`config.mk`:
```
export PLATFORM = sky130hd
export DESIGN_NAME = double_ended_queue_core_flat
export DESIGN_NICKNAME = d
export VERILOG_FILES = /design/src/deq_pkg.sv /design/src/deq_if.sv /design/src/deq_ram.sv /design/src/double_ended_queue_core.sv /design/src/flat_wrapper.sv
export VERILOG_INCLUDE_DIRS = /design/src /design/src/src
export SDC_FILE = /design/constraint.sdc
export NUM_CORES = 1
export LEC_CHECK = 0
export BUFFER_PORTS_ARGS = -buffer_cell sky130_fd_sc_hd__buf_2
export CORE_MARGIN = 8
export CORE_UTILIZATION = 45
export CTS_CLUSTER_DIAMETER = 120
export DETAILED_ROUTE_END_ITERATION = 10
export PLACE_DENSITY = 0.67
export SETUP_SLACK_MARGIN = 0.15
export SLEW_MARGIN = 20
export SYNTH_ARGS = -nofsm -noshare
export SYNTH_HDL_FRONTEND = slang
export SYNTH_HIERARCHICAL = 1
export SYNTH_SLANG_ARGS = --single-unit
```
`constraint.sdc`:
```
create_clock -name clk -period 4.6 [get_ports clk]
set_input_delay 0.23 -clock clk [delete_from_list [all_inputs] [get_ports clk]]
set_output_delay 0.23 -clock clk [all_outputs]
set_load 0.005 [all_outputs]
```
`src/double_ended_queue_core_macros.svh`:
```
// ------------------------------------------------------------------------
// Double-ended queue assertion macros
// Shared immediate-implication and next-cycle property forms.
// ------------------------------------------------------------------------
`ifndef DOUBLE_ENDED_QUEUE_CORE_MACROS_SVH
`define DOUBLE_ENDED_QUEUE_CORE_MACROS_SVH

// The consequent must hold in the same cycle as the antecedent.
`define DEQ_ASSERT_SAME(name, clk, rst_n, ante, cons) \
	name: assert property (@(posedge clk) disable iff (!rst_n) (ante) |-> (cons)) \
		else $error("deque assertion failed");

// The consequent must hold in the cycle after the antecedent.
`define DEQ_ASSERT_NEXT(name, clk, rst_n, ante, cons) \
	name: assert property (@(posedge clk) disable iff (!rst_n) (ante) |=> (cons)) \
		else $error("deque assertion failed");

`endif

```
`src/deq_pkg.sv`:
```
// ------------------------------------------------------------------------
// Double-ended queue package
// Sizes, operation and status codes, state type and ring arithmetic.
// ------------------------------------------------------------------------
package deq_pkg;

	localparam int DEPTH     = 16;
	localparam int WORD_BITS = 32;

	localparam int VALUE_W  = 32;
	localparam int OP_W     = 2;
	localparam int STATUS_W = 2;
	localparam int ENTRY_W  = 5;
	localparam int EXT_W    = 64;

	localparam int ADDR_W  = (DEPTH > 1) ? $clog2(DEPTH) : 1;
	localparam int COUNT_W = $clog2(DEPTH + 1);
	localparam int SUM_W   = ADDR_W + 2;

	localparam logic [COUNT_W-1:0] COUNT_MAX  = COUNT_W'(DEPTH);
	localparam logic [COUNT_W-1:0] COUNT_ONE  = COUNT_W'(1);
	localparam logic [COUNT_W-1:0] COUNT_BACK = COUNT_W'(DEPTH - 1);

	typedef enum logic [OP_W-1:0] {
		OP_PUSH_REAR  = 2'd0,
		OP_PUSH_FRONT = 2'd1,
		OP_POP_FRONT  = 2'd2,
		OP_POP_REAR   = 2'd3
	} op_t;

	typedef enum logic [STATUS_W-1:0] {
		ST_DONE  = 2'd0,
		ST_EMPTY = 2'd1,
		ST_FULL  = 2'd2
	} status_t;

	typedef enum logic {
		S_IDLE = 1'b0,
		S_READ = 1'b1
	} state_t;

	// Position of an entry at a given offset from the head, wrapped once.
	function automatic logic [ADDR_W-1:0] ring_pos(input logic [ADDR_W-1:0] base,
		input logic [COUNT_W-1:0] offset);
		logic [SUM_W-1:0] sum;
		sum = SUM_W'(base) + SUM_W'(offset);
		if (sum >= SUM_W'(DEPTH)) begin
			sum = sum - SUM_W'(DEPTH);
		end
		return sum[ADDR_W-1:0];
	endfunction

endpackage

```
`src/deq_if.sv`:
```
// ------------------------------------------------------------------------
// Double-ended queue channels
// Valid/ready request and response channels with their payloads.
// ------------------------------------------------------------------------
interface deq_req_if;
	import deq_pkg::*;

	logic                      valid;
	logic                      ready;
	logic [OP_W-1:0]           operation;
	logic signed [VALUE_W-1:0] value;

	modport source (output valid, output operation, output value, input ready);
	modport sink   (input valid, input operation, input value, output ready);
endinterface

interface deq_rsp_if;
	import deq_pkg::*;

	logic                      valid;
	logic                      ready;
	logic signed [VALUE_W-1:0] popped_value;
	logic [STATUS_W-1:0]       status;
	logic [ENTRY_W-1:0]        entry_count;

	modport source (output valid, output popped_value, output status, output entry_count,
		input ready);
	modport sink   (input valid, input popped_value, input status, input entry_count,
		output ready);
endinterface

```
`src/deq_ram.sv`:
```
// ------------------------------------------------------------------------
// Generic RAM
// One write port and one read port with registered read data.
// ------------------------------------------------------------------------
module deq_ram #(
	parameter int WIDTH = 32,
	parameter int DEPTH = 16
) (
	input  logic                             clk,
	input  logic                             we,
	input  logic [$clog2(DEPTH)-1:0]         waddr,
	input  logic [WIDTH-1:0]                 wdata,
	input  logic [$clog2(DEPTH)-1:0]         raddr,
	output logic [WIDTH-1:0]                 rdata
);
	logic [WIDTH-1:0] mem [DEPTH];

	always_ff @(posedge clk) begin
		if (we) begin
			mem[waddr] <= wdata;
		end
		rdata <= mem[raddr];
	end
endmodule

```
`src/double_ended_queue_core.sv`:
```
// A push, or a pop of an empty queue, answers in the cycle after it is accepted;
// a pop that finds data answers after the READ state, which waits for the
// registered read of the ring memory. Throughput: one push per cycle while the
// response channel is not stalled; a pop that finds data holds the input in READ.
// Reset clears the head pointer, the count and the response valid at once;
// the memory contents are not cleared and are never read before written.
// ------------------------------------------------------------------------
// Double-ended queue core
// Bounded deque of words kept in a ring memory with a head and a count.
// ------------------------------------------------------------------------
`include "double_ended_queue_core_macros.svh"

module double_ended_queue_core (
	input logic     clk,
	input logic     arst_n,
	deq_req_if.sink req,
	deq_rsp_if.source rsp
);
	import deq_pkg::*;

	state_t                    state_q, state_d;
	logic [ADDR_W-1:0]         head_q, head_d;
	logic [COUNT_W-1:0]        count_q, count_d;
	status_t                   status_d;
	logic                      req_ready;
	logic                      in_fire;
	logic                      rsp_load_now;
	logic                      rsp_load_pop;
	logic                      pop_go;
	logic                      push_go;

	logic                      ram_we;
	logic [ADDR_W-1:0]         ram_waddr;
	logic [ADDR_W-1:0]         ram_raddr;
	logic [WORD_BITS-1:0]      ram_rdata;
	logic [EXT_W-1:0]          push_ext;
	logic [EXT_W-1:0]          pop_ext;
	logic [EXT_W-1:0]          cnt_ext;

	logic                      rsp_valid_q;
	logic signed [VALUE_W-1:0] rsp_popped_q;
	status_t                   rsp_status_q;
	logic [COUNT_W-1:0]        rsp_cnt_q;

	assign push_ext = EXT_W'($unsigned(req.value));
	assign pop_ext  = EXT_W'(ram_rdata);
	assign cnt_ext  = EXT_W'(rsp_cnt_q);

	assign req_ready = (state_q == S_IDLE) && (!rsp_valid_q || rsp.ready);
	assign req.ready = req_ready;
	assign in_fire   = req.valid && req_ready;

	assign pop_go  = in_fire && (count_q != '0) &&
		(req.operation == OP_POP_FRONT || req.operation == OP_POP_REAR);
	assign push_go = in_fire && (count_q != COUNT_MAX) &&
		(req.operation == OP_PUSH_REAR || req.operation == OP_PUSH_FRONT);

	deq_ram #(
		.WIDTH(WORD_BITS),
		.DEPTH(DEPTH)
	) u_ring (
		.clk  (clk),
		.we   (ram_we),
		.waddr(ram_waddr),
		.wdata(push_ext[WORD_BITS-1:0]),
		.raddr(ram_raddr),
		.rdata(ram_rdata)
	);

	always_comb begin
		state_d      = state_q;
		head_d       = head_q;
		count_d      = count_q;
		status_d     = ST_DONE;
		ram_we       = 1'b0;
		ram_waddr    = head_q;
		ram_raddr    = head_q;
		rsp_load_now = 1'b0;
		rsp_load_pop = 1'b0;
		case (state_q)
			S_IDLE: begin
				if (in_fire) begin
					case (op_t'(req.operation))
						OP_PUSH_REAR: begin
							rsp_load_now = 1'b1;
							if (count_q == COUNT_MAX) begin
								status_d = ST_FULL;
							end else begin
								ram_we    = 1'b1;
								ram_waddr = ring_pos(head_q, count_q);
								count_d   = count_q + COUNT_ONE;
							end
						end
						OP_PUSH_FRONT: begin
							rsp_load_now = 1'b1;
							if (count_q == COUNT_MAX) begin
								status_d = ST_FULL;
							end else begin
								head_d    = ring_pos(head_q, COUNT_BACK);
								ram_we    = 1'b1;
								ram_waddr = head_d;
								count_d   = count_q + COUNT_ONE;
							end
						end
						OP_POP_FRONT: begin
							if (count_q == '0) begin
								status_d     = ST_EMPTY;
								rsp_load_now = 1'b1;
							end else begin
								ram_raddr = head_q;
								head_d    = ring_pos(head_q, COUNT_ONE);
								count_d   = count_q - COUNT_ONE;
								state_d   = S_READ;
							end
						end
						OP_POP_REAR: begin
							if (count_q == '0) begin
								status_d     = ST_EMPTY;
								rsp_load_now = 1'b1;
							end else begin
								ram_raddr = ring_pos(head_q, count_q - COUNT_ONE);
								count_d   = count_q - COUNT_ONE;
								state_d   = S_READ;
							end
						end
						default: begin
							state_d = S_IDLE;
						end
					endcase
				end
			end
			S_READ: begin
				state_d      = S_IDLE;
				rsp_load_pop = 1'b1;
			end
			default: begin
				state_d = S_IDLE;
			end
		endcase
	end

	always_ff @(posedge clk or negedge arst_n) begin
		if (!arst_n) begin
			state_q     <= S_IDLE;
			head_q      <= '0;
			count_q     <= '0;
			rsp_valid_q <= 1'b0;
		end else begin
			state_q <= state_d;
			head_q  <= head_d;
			count_q <= count_d;
			if (rsp_load_now || rsp_load_pop) begin
				rsp_valid_q <= 1'b1;
			end else if (rsp.ready) begin
				rsp_valid_q <= 1'b0;
			end
		end
	end

	always_ff @(posedge clk) begin
		if (in_fire) begin
			rsp_popped_q <= '0;
			rsp_status_q <= status_d;
			rsp_cnt_q    <= count_d;
		end
		if (rsp_load_pop) begin
			rsp_popped_q <= pop_ext[VALUE_W-1:0];
		end
	end

	assign rsp.valid        = rsp_valid_q;
	assign rsp.popped_value = rsp_popped_q;
	assign rsp.status       = rsp_status_q;
	assign rsp.entry_count  = cnt_ext[ENTRY_W-1:0];

	`DEQ_ASSERT_SAME(a_count_bound, clk, arst_n, 1'b1, count_q <= COUNT_MAX)
	`DEQ_ASSERT_SAME(a_read_no_rsp, clk, arst_n, state_q == S_READ, !rsp_valid_q && !req_ready)
	`DEQ_ASSERT_NEXT(a_pop_reads, clk, arst_n, pop_go, state_q == S_READ)
	`DEQ_ASSERT_SAME(a_full_count, clk, arst_n, rsp_valid_q && rsp_status_q == ST_FULL, rsp_cnt_q == COUNT_MAX)
	`DEQ_ASSERT_NEXT(a_push_grows, clk, arst_n, push_go, count_q == $past(count_q) + COUNT_ONE)

endmodule

```
`src/flat_wrapper.sv`:
```
// flat-port wrapper written by rule: the top's interface ports become plain ports
module double_ended_queue_core_flat import deq_pkg::*;
  (clk, arst_n, req_valid, req_operation, req_value, req_ready, rsp_valid, rsp_popped_value, rsp_status, rsp_entry_count, rsp_ready);
  deq_req_if req_i ();
  deq_rsp_if rsp_i ();
  input logic clk;
  input logic arst_n;
  input wire logic [$bits(req_i.valid)-1:0] req_valid;
  input wire logic [$bits(req_i.operation)-1:0] req_operation;
  input wire logic [$bits(req_i.value)-1:0] req_value;
  output wire logic [$bits(req_i.ready)-1:0] req_ready;
  output wire logic [$bits(rsp_i.valid)-1:0] rsp_valid;
  output wire logic [$bits(rsp_i.popped_value)-1:0] rsp_popped_value;
  output wire logic [$bits(rsp_i.status)-1:0] rsp_status;
  output wire logic [$bits(rsp_i.entry_count)-1:0] rsp_entry_count;
  input wire logic [$bits(rsp_i.ready)-1:0] rsp_ready;
  assign req_i.valid = req_valid;
  assign req_i.operation = req_operation;
  assign req_i.value = req_value;
  assign req_ready = req_i.ready;
  assign rsp_valid = rsp_i.valid;
  assign rsp_popped_value = rsp_i.popped_value;
  assign rsp_status = rsp_i.status;
  assign rsp_entry_count = rsp_i.entry_count;
  assign rsp_i.ready = rsp_ready;
  double_ended_queue_core u_core (.clk(clk), .arst_n(arst_n), .req(req_i), .rsp(rsp_i));
endmodule
```
Word level (Yosys, flattened, before mapping)
Memories as Yosys holds them, arrays and structs flattened. A register that Yosys moved wholly into a read port is not among the register bits.
Cells that the tools add are included.
{"block": "word_totals", "reg_bits": 50, "ramBits": 512, "in_bits": 38, "out_inout_bits": 41, "mem_count": 1}
{"memory": "u_core.u_ring.mem", "words": 16, "width": 32, "rd": 1, "rd_ports_with_merged_regs": 1, "wr": 1, "line_no": "deq_ram.sv:16", "rtl": "logic [WIDTH-1:0] mem [DEPTH];"}
{"block": "op_classes", "addsub": 10, "magnitude_cmp": 4, "n_eq_ne": 5, "mux": 42, "bitwise": 1, "n_reduce_logical": 13}
{"operator": "$mux 32", "count": 2}
{"operator": "$mux 4", "count": 13}
{"operator": "$mux 5", "count": 4}
{"operator": "$mux 1", "count": 16}
{"operator": "$pmux 4 s2", "count": 2}
{"operator": "$sub 4x1->4 const B", "count": 4}
{"operator": "$add 4x5->6", "count": 2}
{"operator": "$ge 6x5->1 const B", "count": 2}
{"operator": "$ge 5x5->1 const B", "count": 2}
{"operator": "$pmux 5 s2", "count": 1}
{"operator": "$reduce_bool 2->1", "count": 3}
{"operator": "$add 4x1->5 const B", "count": 1}
{"operator": "$add 4x4->5 const B", "count": 1}
{"operator": "$add 5x1->5 const B", "count": 1}
{"operator": "$eq 5x5->1 const B", "count": 1}
{"operator": "$logic_not 5->1", "count": 1}
{"operator": "$sub 5x1->5 const B", "count": 1}
{"operator": "$eq 2x2->1 const B", "count": 2}
{"operator": "$pmux 1 s2", "count": 2}
{"operator": "$pmux 2 s2", "count": 1}
{"operator": "$reduce_and 4->1", "count": 1}
{"operator": "$reduce_or 2->1", "count": 2}
{"operator": "$eq 2x1->1 const B", "count": 1}
{"operator": "$logic_and 1x1->1", "count": 2}
{"operator": "6 further kinds", "count": 7}

Depth between registers and ports, before layout
{"block": "depth", "depth_word": 8, "ltp_mapped": 13, "ltp_nobuf": 11}

Modules after synthesis
The synthesis kept the hierarchy.
{"module": "deq_ram", "instances": 1, "cells_per_inst": 838, "area_each_um2": 19835.3}
{"module": "double_ended_queue_core", "instances": 1, "cells_per_inst": 223, "area_each_um2": 2653.8}

Worst setup path after synthesis
OpenSTA, ideal clock, no wires.
{"block": "synth_timing", "path_kind": "reg2reg", "start": "register u_core.count_q[1]", "end": "memory u_core.u_ring.mem[0][0] (enable)", "setup_time_ns": 0.461, "arrival_ns": 4.499, "slack_ns": -0.360, "stages_incl_launch_ff": 9, "period_less_slack_ns": 4.960, "path_cell_list": "dfrtp_1 > inv_1 > ha_1 > and4bb_2 > nor4_4 > a21oi_1 > o221a_1 > or3b_2 > nor3_1"}
{"block": "synth_via", "elab_chain_cells": 7}
{"item": "start: declaration", "line_no": "double_ended_queue_core.sv:23", "rtl": "logic [COUNT_W-1:0] count_q, count_d;"}
{"item": "start signal: assignment", "line_no": "double_ended_queue_core.sv:151", "rtl": "count_q <= count_d;"}
{"item": "$eq 5x5->1", "line_no": "double_ended_queue_core.sv:86, double_ended_queue_core.sv:96"}
{"item": "$mux 1", "line_no": "double_ended_queue_core.sv:86, double_ended_queue_core.sv:96"}
{"item": "$mux 1"}
{"item": "$mux 1", "line_no": "double_ended_queue_core.sv:82", "rtl": "if (in_fire) begin"}
{"item": "$mux 1", "line_no": "double_ended_queue_core.sv:80", "rtl": "case (state_q)"}
{"item": "net u_core.ram_we", "line_no": "double_ended_queue_core.sv:32", "rtl": "logic ram_we;"}
{"item": "$mux 1", "line_no": "deq_ram.sv:19", "rtl": "if (we) begin"}
{"item": "$mux 1 (not written as such)", "line_no": "deq_ram.sv:20", "rtl": "mem[waddr] <= wdata;"}
{"item": "end: declaration", "line_no": "deq_ram.sv:16"}
The timed path passes the listed nets, and every way through them passes these cells.

Worst setup path after layout
{"block": "layout_timing", "start": "register u_core.count_q[1]", "end": "memory u_core.u_ring.mem[2][19] (enable)"}
The elaborated chain is that of the path after synthesis.

==> results.json <==
{
  "synthTopCellsByArea": "edfxtp_1 (74%), mux4_2 (13%), dfxtp_1 (2.8%), a22oi_1 (2.1%), dfrtp_1 (1.2%)",
  "wl_um": 46900,
  "num_rows": 82,
  "power_density_nw_per_um2": 580,
  "leakagePower_nw": 8.59,
  "critPathKind": "reg2reg",
  "io_pins": 79,
  "fin_ws_ns": 0.770,
  "clk_latency_ns": 0.61,
  "synth_common_cells": "edfxtp_1 (551), mux4_2 (128), a22oi_1 (64)",
  "synth_area_um2": 22500,
  "core_area_um2": 49800,
  "cp-start-kind": "register",
  "r2r_slack_ns": 0.77,
  "synth_flop_cell": "edfxtp_1",
  "dp_slack_ns": 0.794,
  "tns_ns": 0,
  "stdcell_count": 1942,
  "synth_edf_count": 551,
  "grt.overflow.total": 0,
  "hold_path_class": "in2async",
  "yosysMostFrequentCell": "edfxtp_1",
  "async_reset_ff_share_pct": 1.85,
  "ir_drop_uv": 388,
  "skew_ns": 0.0149,
  "drt-wirelength-per-cell_um": 24.1,
  "drtIter0Drc": 936,
  "layout-drive-gt1-share_pct": 28.8,
  "cts.reportedPaths.clkPinSlew_ns": 0.06,
  "power.total_mw": 15.2,
  "cap_violations": 0,
  "synthCells": 1061,
  "p_sw_share_pct": 28.9,
  "dp_cells": 1799,
  "path_delay_family": "simple AND/OR/NAND/NOR gates",
  "power.switching_mw": 4.39,
  "die_h_um": 240,
  "rsz0062_at_grt": "no",
  "syn2layout_area_growth_pct": 16.6,
  "timing.critical_path.buf_inv": 2,
  "synth_area_per_cell_um2": 21.2,
  "syn_nets": 1111,
  "final_net_count": 1271,
  "end_kind": "register",
  "cts_tree": "built",
  "ys_types": 55,
  "grt_max_degree": 46,
  "clock-sinks": 594,
  "ant_nets": 0,
  "fmax_mhz": 261,
  "grt_pass1_vias": 11400,
  "firstDrtPassIters": 5,
  "final_core_util_pct": 52.7,
  "clock-root-buffer": "clkbuf_16",
  "ctsHoldBuffers": 34,
  "drc_errors": 0,
  "viasPerCell": 5.59,
  "status": "complete, no violations",
  "r2r-end": "u_core/u_ring/mem[2][19]",
  "max_stage_delay_ns": 0.62,
  "yosysTopAreaCellShare_pct": 73.6,
  "rr_startpoint": "u_core/count_q[1]",
  "relSlewSlack_pct": 47.6,
  "path_cells": "inv_1 > ha_1 > and4bb_2 > nor4_4 > a21oi_1 > o221a_1 > or3b_2 > nor2_4 > buf_12",
  "start_util_pct": 45.2,
  "grt_pass1_wl_um": 71400,
  "cts_inserted_buffers": 58,
  "reg2reg_depth": 9,
  "antenna_found_initial": 2,
  "vias": 10900,
  "setup_violations": 0,
  "yosysSeqAreaShare_pct": 77.6,
  "post-dp-hpwl_um": 26000,
  "place_congestion": 0.793,
  "cts_buffer_depth": 3,
  "dieWidth_um": 240,
  "combinationalPowerShare_pct": 27.6,
  "period_share_pct": 83.3,
  "ctsResizeCount": 0,
  "slowest_stage": "or3b_2",
  "ys.warnings.count": 6,
  "final-max-slew-violation-count": 0,
  "critical_path_required_ns": 4.89,
  "htreeDepth": 2,
  "yosys_register_bits": 594,
  "sequentialPowerShare_pct": 43.1,
  "io_buffers": 78,
  "p_clk_share_pct": 29.2,
  "finalHoldViolCount": 0,
  "intPower_mw": 10.8,
  "synth_area_leader_cell": "edfxtp_1",
  "critical_path_arrival_ns": 4.12,
  "crit_fanout": 25,
  "tightest_slew_ns": 0.780,
  "fp.dieArea_um2": 57400,
  "post_cts_buffers": 0,
  "min_period_ns": 3.83,
  "grt_usage_pct": 16.6
}
==> area by class of cell <==
type,count,area [um2]
Multi-Input combinational cell,402,4910
Timing Repair Buffer,153,1160
Inverter,12,45.0
Clock inverter,37,256
Fill cell,3827,23500
Antenna cell,1,2.50
Clock buffer,71,1550
Tap cell,672,841
Sequential cell,594,17500
==> power by group through the flow <==
stage               Clock, mW  Sequential (mW)  Combinational [mW]
CTS                      4.56             6.57                4.29
global placement            0             6.67                4.20
finish                   4.45             6.56                4.20
detailed placement          0             6.67                4.23
global route             4.74             6.60                4.59
floorplan                   0             6.58                3.03
==> per-stage QoR <==
stage	hold WS, ns	instance area [um2]
final	0.0472	26200
after CTS	0.0131	26200
after global routing	0.0602	26200
after floorplan	-0.0656	22500
after global placement	0.129	24100
after detailed placement	0.127	24100
==> state kept, by name (all words and copies together) (netlist names) <==
register,count
u_core/u_ring/mem,512
u_core/rsp.popped_value,32
u_core/u_ring/rdata,32
u_core/count_q,5
u_core/rsp.entry_count,5
u_core/head_q,4
u_core/rsp.status,2
u_core/rsp.valid,1
u_core/state_q,1
==> cell usage in the layout (no fill, tap or decap), types with 8 or more instances in the layout <==
cell type,netlist,layout
edfxtp_1,551,551
mux4_2,128,128
buf_2,9,78
a22oi_1,64,64
clkbuf_16,0,58
nand2_1,43,43
dlygate4sd3_1,0,34
and2_1,35,34
dfxtp_1,32,32
buf_4,9,31
clkinv_2,0,14
nor2_4,0,13
clkinv_1,0,12
inv_1,12,12
dfrtp_1,11,11
nand3_1,10,10
ha_1,10,10
buf_12,0,10
nor2_1,22,9
a21oi_1,9,9
clkbuf_1,24,8
==> layer usage <==
| layer | track usage, % | vias up | share of wire, % |
|---|---|---|---|
| li1 | - | 4710 | - |
| met1 | 22.7 | 5707 | 43 |
| met2 | 27.1 | 357 | 49 |
| met3 | 2.88 | 84 | 6.3 |
| met4 | 5.10 | 2 | 2.5 |
| met5 | 0 | - | 0.026 |
==> cells by family (layout without fill, tap and decap cells) <==
group	after synthesis	count (layout)	share of synthesized area (%)
adder cells (fa/ha/maj)	12	12	0.734
buffers and inverters	65	273	1.32
other	0	1	0
multiplexers	132	132	13.0
XOR/XNOR	9	9	0.351
AND/OR/NAND/NOR	146	146	3.48
AO/OA/AOI/OAI	103	103	3.46
flip-flops	594	594	77.6
==> worst max path at each step <==
stage                 startpoint                  endpoint  slack [ns]  cells past startpoint
2_1_floorplan  u_core/count_q[1]   u_core/u_ring/mem[1][0]        0.51                      8
3_3_place_gp   u_core/count_q[1]    u_core/u_ring/rdata[7]        0.87                     12
3_5_place_dp   u_core/count_q[1]    u_core/u_ring/rdata[3]        0.79                     12
4_1_cts        u_core/count_q[1]    u_core/u_ring/rdata[3]        0.74                     12
5_1_grt        u_core/count_q[1]    u_core/u_ring/rdata[5]        0.47                     12
6_report       u_core/count_q[1]  u_core/u_ring/mem[2][19]        0.77                      9
Note: power is estimated with default switching activity, not from simulation.
